$ cat src/sv/clt_pkg.sv
// Shared types and constants for the command line tokenizer.
package clt_pkg;

  typedef enum logic [1:0] {
    PH_IDLE,
    PH_IN_ARG,
    PH_BETWEEN
  } phase_t;

  typedef enum logic [1:0] {
    CFG_MAX_ARG_LENGTH = 2'd0,
    CFG_MAX_ARG_COUNT  = 2'd1,
    CFG_ECHO_ENABLE    = 2'd2
  } cfg_index_t;

  localparam logic [7:0] CHAR_LF    = 8'h0A;
  localparam logic [7:0] CHAR_CR    = 8'h0D;
  localparam logic [7:0] CHAR_SPACE = 8'h20;
  localparam logic [7:0] CHAR_TAB   = 8'h09;

  localparam logic [5:0] ARG_LENGTH_MAX     = 6'd63;
  localparam logic [5:0] DEF_MAX_ARG_LENGTH = 6'd32;
  localparam logic [4:0] DEF_MAX_ARG_COUNT  = 5'd16;
  localparam logic       DEF_ECHO_ENABLE    = 1'b1;

endpackage

$ cat src/sv/clt_parser.sv
// Parse state and per-byte result logic of the tokenizer.
module clt_parser #(
  parameter int SLOTS        = 8,
  parameter int BUFFER_BYTES = 4096
) (
  input  logic                            clk,
  input  logic                            rst,
  input  logic                            step,
  input  logic [7:0]                      rx_byte,
  input  logic [5:0]                      max_arg_length,
  input  logic [4:0]                      max_arg_count,
  output logic [7:0]                      echo_char,
  output logic [$clog2(BUFFER_BYTES)-1:0] byte_pos,
  output logic                            nul_here,
  output logic                            arg_begin,
  output logic [4:0]                      arg_slot,
  output logic                            cmd_done,
  output logic [$clog2(SLOTS)-1:0]        cmd_slot,
  output logic [4:0]                      cmd_argc,
  output logic                            cmd_error,
  output logic                            last
);

  localparam int PW = $clog2(BUFFER_BYTES);
  localparam int SW = $clog2(SLOTS);
  localparam logic [PW:0] POS_WRAP  = BUFFER_BYTES[PW:0];
  localparam logic [SW:0] SLOT_WRAP = SLOTS[SW:0];

  clt_pkg::phase_t phase, phase_next;
  logic [4:0]      arg_count, arg_count_next;
  logic [5:0]      arg_length, arg_length_next;
  logic            error_flag, error_flag_next;
  logic [SW-1:0]   slot_index, slot_index_next;
  logic [PW-1:0]   byte_position, byte_position_next;

  logic            is_space;
  logic            is_blank;
  logic            line_end;
  logic            too_long;
  logic [5:0]      count_inc;
  logic [PW:0]     pos_inc;
  logic [SW:0]     slot_inc;

  assign is_space = (rx_byte == clt_pkg::CHAR_SPACE);
  assign is_blank = is_space || (rx_byte >= clt_pkg::CHAR_TAB && rx_byte <= clt_pkg::CHAR_CR);
  assign line_end = (phase != clt_pkg::PH_IDLE) &&
                    (rx_byte == clt_pkg::CHAR_LF || rx_byte == clt_pkg::CHAR_CR);
  assign too_long = (arg_length > max_arg_length);
  assign count_inc = {1'b0, arg_count} + 6'd1;
  assign pos_inc   = {1'b0, byte_position} + {{PW{1'b0}}, 1'b1};
  assign slot_inc  = {1'b0, slot_index} + {{SW{1'b0}}, 1'b1};

  always_comb begin
    phase_next         = phase;
    arg_count_next     = arg_count;
    arg_length_next    = arg_length;
    error_flag_next    = error_flag;
    slot_index_next    = slot_index;
    byte_position_next = (pos_inc == POS_WRAP) ? '0 : pos_inc[PW-1:0];

    echo_char = rx_byte;
    byte_pos  = byte_position;
    nul_here  = 1'b0;
    arg_begin = 1'b0;
    arg_slot  = '0;
    cmd_done  = 1'b0;
    cmd_slot  = '0;
    cmd_argc  = '0;
    cmd_error = 1'b0;
    last      = 1'b1;

    if (line_end) begin
      // CR word carries the command; the LF word follows from the output queue
      error_flag_next = error_flag | too_long;
      echo_char       = clt_pkg::CHAR_CR;
      nul_here        = 1'b1;
      cmd_done        = 1'b1;
      cmd_slot        = slot_index;
      cmd_argc        = arg_count;
      cmd_error       = error_flag | too_long;
      last            = 1'b0;
      slot_index_next = (slot_inc == SLOT_WRAP) ? '0 : slot_inc[SW-1:0];
      phase_next      = clt_pkg::PH_IDLE;
    end else begin
      unique case (phase)
        clt_pkg::PH_IN_ARG: begin
          if (!is_space) begin
            if (arg_length < clt_pkg::ARG_LENGTH_MAX) arg_length_next = arg_length + 6'd1;
          end else begin
            if (too_long) error_flag_next = 1'b1;
            nul_here   = 1'b1;
            phase_next = clt_pkg::PH_BETWEEN;
          end
        end
        clt_pkg::PH_BETWEEN: begin
          if (!is_space) begin
            arg_begin = 1'b1;
            arg_slot  = arg_count;
            if (count_inc > {1'b0, max_arg_count}) begin
              error_flag_next = 1'b1;
              arg_count_next  = '0;
            end else begin
              arg_count_next = count_inc[4:0];
            end
            arg_length_next = 6'd1;
            phase_next      = clt_pkg::PH_IN_ARG;
          end
        end
        default: begin
          if (!is_blank) begin
            arg_begin       = 1'b1;
            arg_count_next  = 5'd1;
            error_flag_next = 1'b0;
            arg_length_next = 6'd1;
            phase_next      = clt_pkg::PH_IN_ARG;
          end
        end
      endcase
    end
  end

  always_ff @(posedge clk) begin
    if (rst) begin
      phase         <= clt_pkg::PH_IDLE;
      arg_count     <= '0;
      arg_length    <= '0;
      error_flag    <= 1'b0;
      slot_index    <= '0;
      byte_position <= '0;
    end else if (step) begin
      phase         <= phase_next;
      arg_count     <= arg_count_next;
      arg_length    <= arg_length_next;
      error_flag    <= error_flag_next;
      slot_index    <= slot_index_next;
      byte_position <= byte_position_next;
    end
  end

endmodule

$ cat src/sv/command_line_tokenizer.sv
// An accepted byte's first result word is registered into the output register, or into
// the skid register while the output register holds a word. One byte per cycle is taken
// while rx_stall is low; a line end inside a command gives two words (CR, LF). A two-word
// queue keeps input open while one result word waits. cfg_ready is always high.
// Reset clears parse state, position, slot, queue and restores register defaults.
module command_line_tokenizer #(
  parameter int SLOTS        = 8,
  parameter int BUFFER_BYTES = 4096
) (
  input  logic                            clk,
  input  logic                            rst,
  input  logic                            rx_valid,
  output logic                            rx_stall,
  input  logic [7:0]                      rx_byte,
  output logic                            res_valid,
  input  logic                            res_stall,
  output logic [7:0]                      echo_char,
  output logic                            echo_valid,
  output logic [$clog2(BUFFER_BYTES)-1:0] byte_pos,
  output logic                            nul_here,
  output logic                            arg_begin,
  output logic [4:0]                      arg_slot,
  output logic                            cmd_done,
  output logic [$clog2(SLOTS)-1:0]        cmd_slot,
  output logic [4:0]                      cmd_argc,
  output logic                            cmd_error,
  output logic                            last,
  input  logic                            cfg_valid,
  output logic                            cfg_ready,
  input  logic [1:0]                      cfg_index,
  input  logic [5:0]                      cfg_data
);

  localparam int PW = $clog2(BUFFER_BYTES);
  localparam int SW = $clog2(SLOTS);

  typedef struct packed {
    logic [7:0]    echo_char;
    logic          echo_valid;
    logic [PW-1:0] byte_pos;
    logic          nul_here;
    logic          arg_begin;
    logic [4:0]    arg_slot;
    logic          cmd_done;
    logic [SW-1:0] cmd_slot;
    logic [4:0]    cmd_argc;
    logic          cmd_error;
    logic          last;
  } word_t;

  logic [5:0] max_arg_length;
  logic [4:0] max_arg_count;
  logic       echo_enable;

  word_t  new_word;
  word_t  main_word;
  word_t  skid_word;
  logic   main_v;
  logic   skid_v;
  logic   accept;
  logic   take;
  logic   pop;

  assign cfg_ready = 1'b1;

  always_ff @(posedge clk) begin
    if (rst) begin
      max_arg_length <= clt_pkg::DEF_MAX_ARG_LENGTH;
      max_arg_count  <= clt_pkg::DEF_MAX_ARG_COUNT;
      echo_enable    <= clt_pkg::DEF_ECHO_ENABLE;
    end else if (cfg_valid && cfg_ready) begin
      case (cfg_index)
        clt_pkg::CFG_MAX_ARG_LENGTH: max_arg_length <= cfg_data;
        clt_pkg::CFG_MAX_ARG_COUNT:  max_arg_count  <= cfg_data[4:0];
        clt_pkg::CFG_ECHO_ENABLE:    echo_enable    <= cfg_data[0];
        default: ;
      endcase
    end
  end

  assign rx_stall = skid_v;
  assign accept   = rx_valid && !rx_stall;
  assign take     = main_v && !res_stall;
  // a CR word stays in place and turns into its LF word
  assign pop      = take && main_word.last;

  clt_parser #(
    .SLOTS        (SLOTS),
    .BUFFER_BYTES (BUFFER_BYTES)
  ) u_parser (
    .clk            (clk),
    .rst            (rst),
    .step           (accept),
    .rx_byte        (rx_byte),
    .max_arg_length (max_arg_length),
    .max_arg_count  (max_arg_count),
    .echo_char      (new_word.echo_char),
    .byte_pos       (new_word.byte_pos),
    .nul_here       (new_word.nul_here),
    .arg_begin      (new_word.arg_begin),
    .arg_slot       (new_word.arg_slot),
    .cmd_done       (new_word.cmd_done),
    .cmd_slot       (new_word.cmd_slot),
    .cmd_argc       (new_word.cmd_argc),
    .cmd_error      (new_word.cmd_error),
    .last           (new_word.last)
  );

  assign new_word.echo_valid = echo_enable;

  always_ff @(posedge clk) begin
    if (rst) begin
      main_v <= 1'b0;
      skid_v <= 1'b0;
    end else begin
      priority if (take && !main_word.last) begin
        main_word.echo_char <= clt_pkg::CHAR_LF;
        main_word.nul_here  <= 1'b0;
        main_word.cmd_done  <= 1'b0;
        main_word.cmd_slot  <= '0;
        main_word.cmd_argc  <= '0;
        main_word.cmd_error <= 1'b0;
        main_word.last      <= 1'b1;
        if (accept) begin
          skid_word <= new_word;
          skid_v    <= 1'b1;
        end
      end else if (pop || !main_v) begin
        if (skid_v) begin
          main_word <= skid_word;
          main_v    <= 1'b1;
          skid_v    <= 1'b0;
        end else if (accept) begin
          main_word <= new_word;
          main_v    <= 1'b1;
        end else begin
          main_v <= 1'b0;
        end
      end else begin
        if (accept) begin
          skid_word <= new_word;
          skid_v    <= 1'b1;
        end
      end
    end
  end

  assign res_valid  = main_v;
  assign echo_char  = main_word.echo_char;
  assign echo_valid = main_word.echo_valid;
  assign byte_pos   = main_word.byte_pos;
  assign nul_here   = main_word.nul_here;
  assign arg_begin  = main_word.arg_begin;
  assign arg_slot   = main_word.arg_slot;
  assign cmd_done   = main_word.cmd_done;
  assign cmd_slot   = main_word.cmd_slot;
  assign cmd_argc   = main_word.cmd_argc;
  assign cmd_error  = main_word.cmd_error;
  assign last       = main_word.last;

`ifndef SYNTH
  a_skid_needs_main: assert property (@(posedge clk) disable iff (rst)
    skid_v |-> main_v)
    else $error("skid word held while output register empty");

  a_first_is_done: assert property (@(posedge clk) disable iff (rst)
    (res_valid && !last) |-> (cmd_done && nul_here && echo_char == clt_pkg::CHAR_CR))
    else $error("first of a word pair is not a command completion");

  a_lf_follows: assert property (@(posedge clk) disable iff (rst)
    (res_valid && !res_stall && !last) |=>
      (res_valid && last && echo_char == clt_pkg::CHAR_LF && !cmd_done && !nul_here))
    else $error("LF word did not follow CR word");

  a_done_no_begin: assert property (@(posedge clk) disable iff (rst)
    (res_valid && cmd_done) |-> !arg_begin)
    else $error("command completion also starts an argument");
`endif

endmodule
$ cat config.mk
export PLATFORM = sky130hd
export DESIGN_NAME = command_line_tokenizer
export DESIGN_NICKNAME = d
export VERILOG_FILES = /design/src/sv/clt_pkg.sv /design/src/sv/clt_parser.sv /design/src/sv/command_line_tokenizer.sv
export SDC_FILE = /design/constraint.sdc
export NUM_CORES = 1
export LEC_CHECK = 0
export BUFFER_PORTS_ARGS = -buffer_cell sky130_fd_sc_hd__buf_2
export CAP_MARGIN = 20
export CELL_PAD_IN_SITES_DETAIL_PLACEMENT = 1
export CELL_PAD_IN_SITES_GLOBAL_PLACEMENT = 1
export CORE_MARGIN = 2
export CORE_UTILIZATION = 47
export DETAILED_ROUTE_END_ITERATION = 10
export GPL_TIMING_DRIVEN = 0
export HOLD_SLACK_MARGIN = 0.15
export PLACE_DENSITY_LB_ADDON = 0.1
export SYNTH_ARGS = -nofsm -noshare
export SYNTH_HDL_FRONTEND = slang
export SYNTH_SLANG_ARGS = --single-unit
$ cat constraint.sdc
create_clock -name clk -period 5.3 [get_ports clk]
set_clock_uncertainty 0.1 [all_clocks]
set_input_delay 0.53 -clock clk [delete_from_list [all_inputs] [get_ports clk]]
set_output_delay 0.53 -clock clk [all_outputs]
set_load 0.02 [all_outputs]
== Word level (Yosys, flattened, before mapping) ==
Cells that the tools add are included.

* Register bits: 121
* Input bits: 21
* Output and inout port bits: 42
* Word-level logic and storage cells: 147

* $add $sub $neg: 4
* Magnitude comparators: 5
* Equality and inequality tests: 20
* Mux-type cells: 50
* Bitwise gates (word level): 5
* Reductions and logical operators: 30

{| class="wikitable"
|+ Operators by type and width
! cell !! number
|-
| 39-bit two-way mux || 6
|-
| 5-bit two-way mux || 7
|-
| 6-bit two-way mux || 4
|-
| 1-bit two-way mux || 20
|-
| 8-bit by 4-bit == test with 1-bit output, second input constant || 2
|-
| 12-bit by 1-bit adder with 13-bit output, second input constant || 1
|-
| 13-bit == test, second input constant || 1
|-
| 12-bit two-way mux || 1
|-
| 6-bit one-hot mux with 2 select lines || 1
|-
| 2-bit AND reduction || 6
|-
| 6-bit AND reduction || 2
|-
| 5-bit one-hot mux with 2 select lines || 1
|-
| 3-bit by 1-bit inequality test with 1-bit output, second input constant || 3
|-
| 8-bit by 6-bit == test with 1-bit output, second input constant || 1
|-
| 8-bit by 4-bit >= comparator with 1-bit output, second input constant || 1
|-
| 8-bit by 4-bit <= comparator with 1-bit output, second input constant || 1
|-
| 2-bit two-way mux || 4
|-
| 8-bit two-way mux || 1
|-
| 2-bit inequality test, second input constant || 4
|-
| 4-bit AND reduction || 2
|-
| 5-bit by 1-bit adder with 6-bit output, second input constant || 1
|-
| 6-bit by 1-bit adder with 6-bit output, second input constant || 1
|-
| 6-bit by 5-bit greater-than comparator with 1-bit output || 1
|-
| 6-bit greater-than comparator || 1
|-
| 21 further kinds || 41
|}

== Longest topological paths before layout ==
* Depth after elaboration: 9
* Mapped depth: 10
* Mapped depth without buffers: 10

== Hierarchy ==
A second synthesis with hierarchy kept.

* Cell total of the unflattened synthesis: 466
* Area, all modules: 5575.3 um^2

{| class="wikitable"
|+ Modules (own cells, without submodules)
! module !! times used !! cells an instance !! area an instance (um^2) !! seq. area each (um^2)
|-
| command_line_tokenizer || 1 || 204 || 3439.5 || 2622.5
|-
| clt_parser || 1 || 262 || 2135.8 || 580.6
|}

== Worst setup path before layout ==
Ideal clock, no wire load.

* Kind: reg2reg
* Start: reg last (netlist name)
* End: reg skid_word[0] in the netlist's numbering (enable)
* Setup time: 484 ps
* Arrival: 3470 ps
* Required time: 4716 ps
* Path slack: 1246 ps
* Cell stages (with the launch flop): 4
* Path buffers: 0
* Period minus slack after synthesis: 4054 ps
* Cells stage by stage: edfxtp_1 inv_1 o21ai_0 nor3_1

* Cells in the longest elaborated chain, start to end: 4
* Elaborated cells between the ends (all ways): 6
* Classes of those cells: eq/ne: 1; reduce/logical: 5

{| class="wikitable"
|+ Ends and longest elaborated chain
! what !! RTL line !! RTL
|-
| 1-bit logical NOT / 1-bit logical AND (equally long branches) || command_line_tokenizer.sv:116, command_line_tokenizer.sv:85 ||
|-
| 1-bit logical AND / 1-bit logical OR (equally long branches) || command_line_tokenizer.sv:116, command_line_tokenizer.sv:128 ||
|-
| 2-bit inequality test (no line) (*) || n/a ||
|-
| 2-bit AND reduction (no line) (*) || n/a ||
|-
| end signal, assigned || command_line_tokenizer.sv:125 || <nowiki>skid_word <= new_word;</nowiki>
|-
| end signal, assigned || command_line_tokenizer.sv:141 || <nowiki>skid_word <= new_word;</nowiki>
|-
| end, declared || command_line_tokenizer.sv:57 || <nowiki>word_t skid_word;</nowiki>
|}

Every way passes the cells marked *; elsewhere a longest branch is shown, timed or not.
A chain may end at the register's enable or synchronous reset.

== Worst setup path in the final report ==
* Start: reg u_parser.arg_count[0]
* End: reg u_parser.error_flag

* Cells in the longest elaborated chain, start to end: 4

{| class="wikitable"
|+ Ends and longest elaborated chain
! what !! RTL line !! RTL
|-
| start, declared || clt_parser.sv:30 || <nowiki>logic [4:0] arg_count, arg_count_next;</nowiki>
|-
| start signal, assigned || clt_parser.sv:132 || <nowiki>arg_count <= arg_count_next;</nowiki>
|-
| 5-bit by 1-bit adder with 6-bit output || clt_parser.sv:49 || <nowiki>assign count_inc = {1'b0, arg_count} + 6'd1;</nowiki>
|-
| 6-bit by 5-bit greater-than comparator with 1-bit output || clt_parser.sv:99 || <nowiki>if (count_inc > {1'b0, max_arg_count}) begin</nowiki>
|-
| 3-bit by 1-bit inequality test with 1-bit output (no line) || n/a ||
|-
| 6-bit AND reduction (no line) || n/a ||
|-
| end signal, assigned || clt_parser.sv:134 || <nowiki>error_flag <= error_flag_next;</nowiki>
|-
| end, declared || clt_parser.sv:32 || <nowiki>logic error_flag, error_flag_next;</nowiki>
|}

Every way passes these cells.

==> impl_metrics.csv <==
group,metric,value,unit
power,p_leak,2.56,nW
synth,yosys_warnings,0,
clock_network,cts_tree,"yes",
drt,wl_met3,406,µm
sta,timing.setup.tns,0,ns
global_route,grt_pass1_wl,22100,µm
critical_path,cp_max_fo,7,
clock_network,cts_resized,0,
critical_path,worstSetupPathType,"reg -> reg",
finish,multi_input_area,0.00214,mm²
global_route,grt_max_degree,21,
placement,place_congestion,0.784,
sta,drv_slew,0,
drt,via_per_inst,5.45,
sta,grt_setup_unrepaired,"false",
placement,dp_hpwl,9260,µm
sta,timing.final.ws_setup,2.25,ns
drt,drc,0,
critical_path,cp_slowest_cell,"dfxtp_1",
drt,vias,3934,
synth,yosysTopAreaCell,"edfxtp_1",
die,fp-row-count,39,
synth,synth_area_per_cell,11.4,µm²
finish,fillers,1232,
placement,io_buffers,61,
die,dieArea,0.0126,mm²
synth,ys_ff_latch,121,
drt,ant_nets,0,
critical_path,worstPathRequired,5.49,ns
synth,synth_cells,482,
placement,pre_cts_ws,2.39,ns
critical_path,cp_cell_sequence,"ha_1 -> nand3_1 -> xnor2_1 -> ha_1 -> and3_1 -> a32oi_1 -> o22ai_1 -> a21oi_2 -> mux2_1",
drt,drt_iter0_markers,169,
finish,diodes,0,
finish,layout-drive-gt1-share,0.226,
global_route,antenna_found_initial,0,
outcome,outcome,"completed",
sta,final_hold_viol_count,0,
synth,synth_nets,521,
drt,wl_met1,5820,µm
clock_network,cts_buffers,17,
synth,synth_seq_area_share,0.583,
global_route,grt.total_usage,0.228,
sta,fmax,328,MHz
die,core-area,0.0114,mm²
finish,final_nets,605,
die,die_h,112,µm
sta,finalSetupViolations,0,
synth,yosys-top-cells-area,"edfxtp_1 (43%), dfxtp_1 (16%), ha_1 (4.1%)",
die,io_pins,63,
drt,dr.pass1.iters,5,
clock_network,ctsRootBufferMaster,"clkbuf_16",
clock_network,clockBufferDepth,2,
finish,mostFrequentLayoutCells,"edfxtp_1 (78), buf_2 (61), nor2_1 (56)",
power,vdd_drop_max,0.229,mV
sta,relSlewSlack,0.314,
power,total_power,2.41,mW
critical_path,path_common_cell,"ha_1",
clock_network,ctsHtreeMaxLevel,4,
sta,finalCritPeriodShare,0.575,
drt,top_layer,"met4",
synth,synth.top_cell.area_share,0.426,
clock_network,cts-hold-fix-buffers,0,
power,power.density,363,mW/mm²
synth,synth_area,0.00549,mm²
synth,synth_cell_types,55,
sta,holdWs,0.249,ns
sta,period_needed,3.05,ns
synth,synth_edf_count,78,
sta,worstMarginPinSlew,1.03,ns
placement,placed_area,0.00605,mm²
finish,layout_commonest_cell,"edfxtp_1",
critical_path,timing.critical_path.buf_inv,0,
run,drv_cap,0,
critical_path,start_kind,"flop",
drt,wl_per_cell,18.5,µm
drt,routed-wl-met2,6880,µm
clock_network,clkSlewWorstSetupHoldPaths,0.05,ns
clock_network,cts.sinks,121,
global_route,grt_pass1_vias,4287,
clock_network,cts_setup_buffers,0,
critical_path,arrival,3.24,ns
critical_path,slowest_delay,0.52,ns
critical_path,cp-end-kind,"flop",
critical_path,crit_family,"compound AO/OA/AOI/OAI gates",
die,start_util,0.481,
synth,synth_flop_cell,"edfxtp_1",
finish,postLayoutCellArea,0.00665,mm²
finish,areaGrowthSynthToFinish,21.1,%
drt,postRouteWirelength,13300,µm
hold_path,hold_path_class,"in -> reg",
finish,ff_latch_area,0.00320,mm²
clock_network,insertion_delay,0.42,ns
synth,async_flop_share,0,
global_route,overflow,0,
die,die_width,112,µm
-- tightest hold or removal path, stage by stage --
cell,delay [ns]
buf_2,0.07
nand2_1,0.04
o211ai_1,0.08
-- cell families (layout without fill, tap and decap cells) --
logic type | after synthesis | after routing | share of synthesized area
compound gates | 73 | 73 | 0.0856
xor+xnor | 14 | 14 | 0.0223
fa+ha+maj | 18 | 18 | 0.0410
buf+inv | 45 | 142 | 0.0323
flops | 121 | 121 | 0.583
mux | 42 | 42 | 0.0811
other cells | 1 | 1 | 0.000683
simple gates | 168 | 168 | 0.154
-- cell type report --
| class | instances | share of cell area |
|---|---|---|
| Inverter | 22 | 0.0126 |
| Clock inverter | 11 | 0.0218 |
| Timing Repair Buffer | 65 | 0.0527 |
| Buffer | 23 | 0.0141 |
| Clock buffer | 21 | 0.0692 |
| Tap cell | 143 | 0.0269 |
| Multi-Input combinational cell | 316 | 0.321 |
| Sequential cell | 121 | 0.482 |
-- sequential cells by signal (all words and copies together) (netlist names), 5 cells and up --
signal               count
skid_word               39
byte_pos                12
u_parser.byte_pos       12
echo_char                8
max_arg_length           6
u_parser.arg_length      6
arg_slot                 5
cmd_argc                 5
max_arg_count            5
u_parser.arg_count       5
-- power breakdown --
group / total, mW / switching [mW] / internal, mW
Combinational: 0.177 / 0.115 / 0.0621
Sequential: 1.05 / 0.0153 / 1.03
Clock: 1.19 / 0.423 / 0.764
-- path summary, 6_finish.rpt --
kind                          from             endpoint  slack [ns]  cells past startpoint
min                    cfg_data[5]    max_arg_length[5]        0.25                      3
max reg2reg  u_parser.arg_count[0]  u_parser.error_flag        2.25                      9
max          u_parser.arg_count[0]  u_parser.error_flag        2.25                      9
min reg2reg            echo_enable        skid_word[30]        0.35                      0
-- cell usage after synthesis, drive strengths merged (8+ instances only) --
cell type  count
dfxtp         43
ha            18
buf            8
mux2i         22
xor2           9
mux2          20
nor2b          8
inv           21
clkbuf        15
a21oi         30
o21ai         18
nand3         12
nor3          10
and2           9
nor2          56
nand2         30
edfxtp        78
and3          10
-- metrics by stage --
| step | utilization | std cells |
|---|---|---|
| floorplan | - | 482 |
| global placement | 0.524 | 686 |
| finish | 0.583 | 722 |
| detailed placement | 0.529 | 690 |
| CTS | 0.583 | 722 |
| global route | 0.583 | 722 |
-- routing by layer --
| layer | track usage | vias up |
|---|---|---|
| met5 | 0 | - |
| met4 | 0.0740 | 0 |
| met3 | 0.0594 | 15 |
| met2 | 0.397 | 77 |
| met1 | 0.278 | 1940 |
| li1 | - | 1902 |
Note: power is estimated with default switching activity, not from simulation.
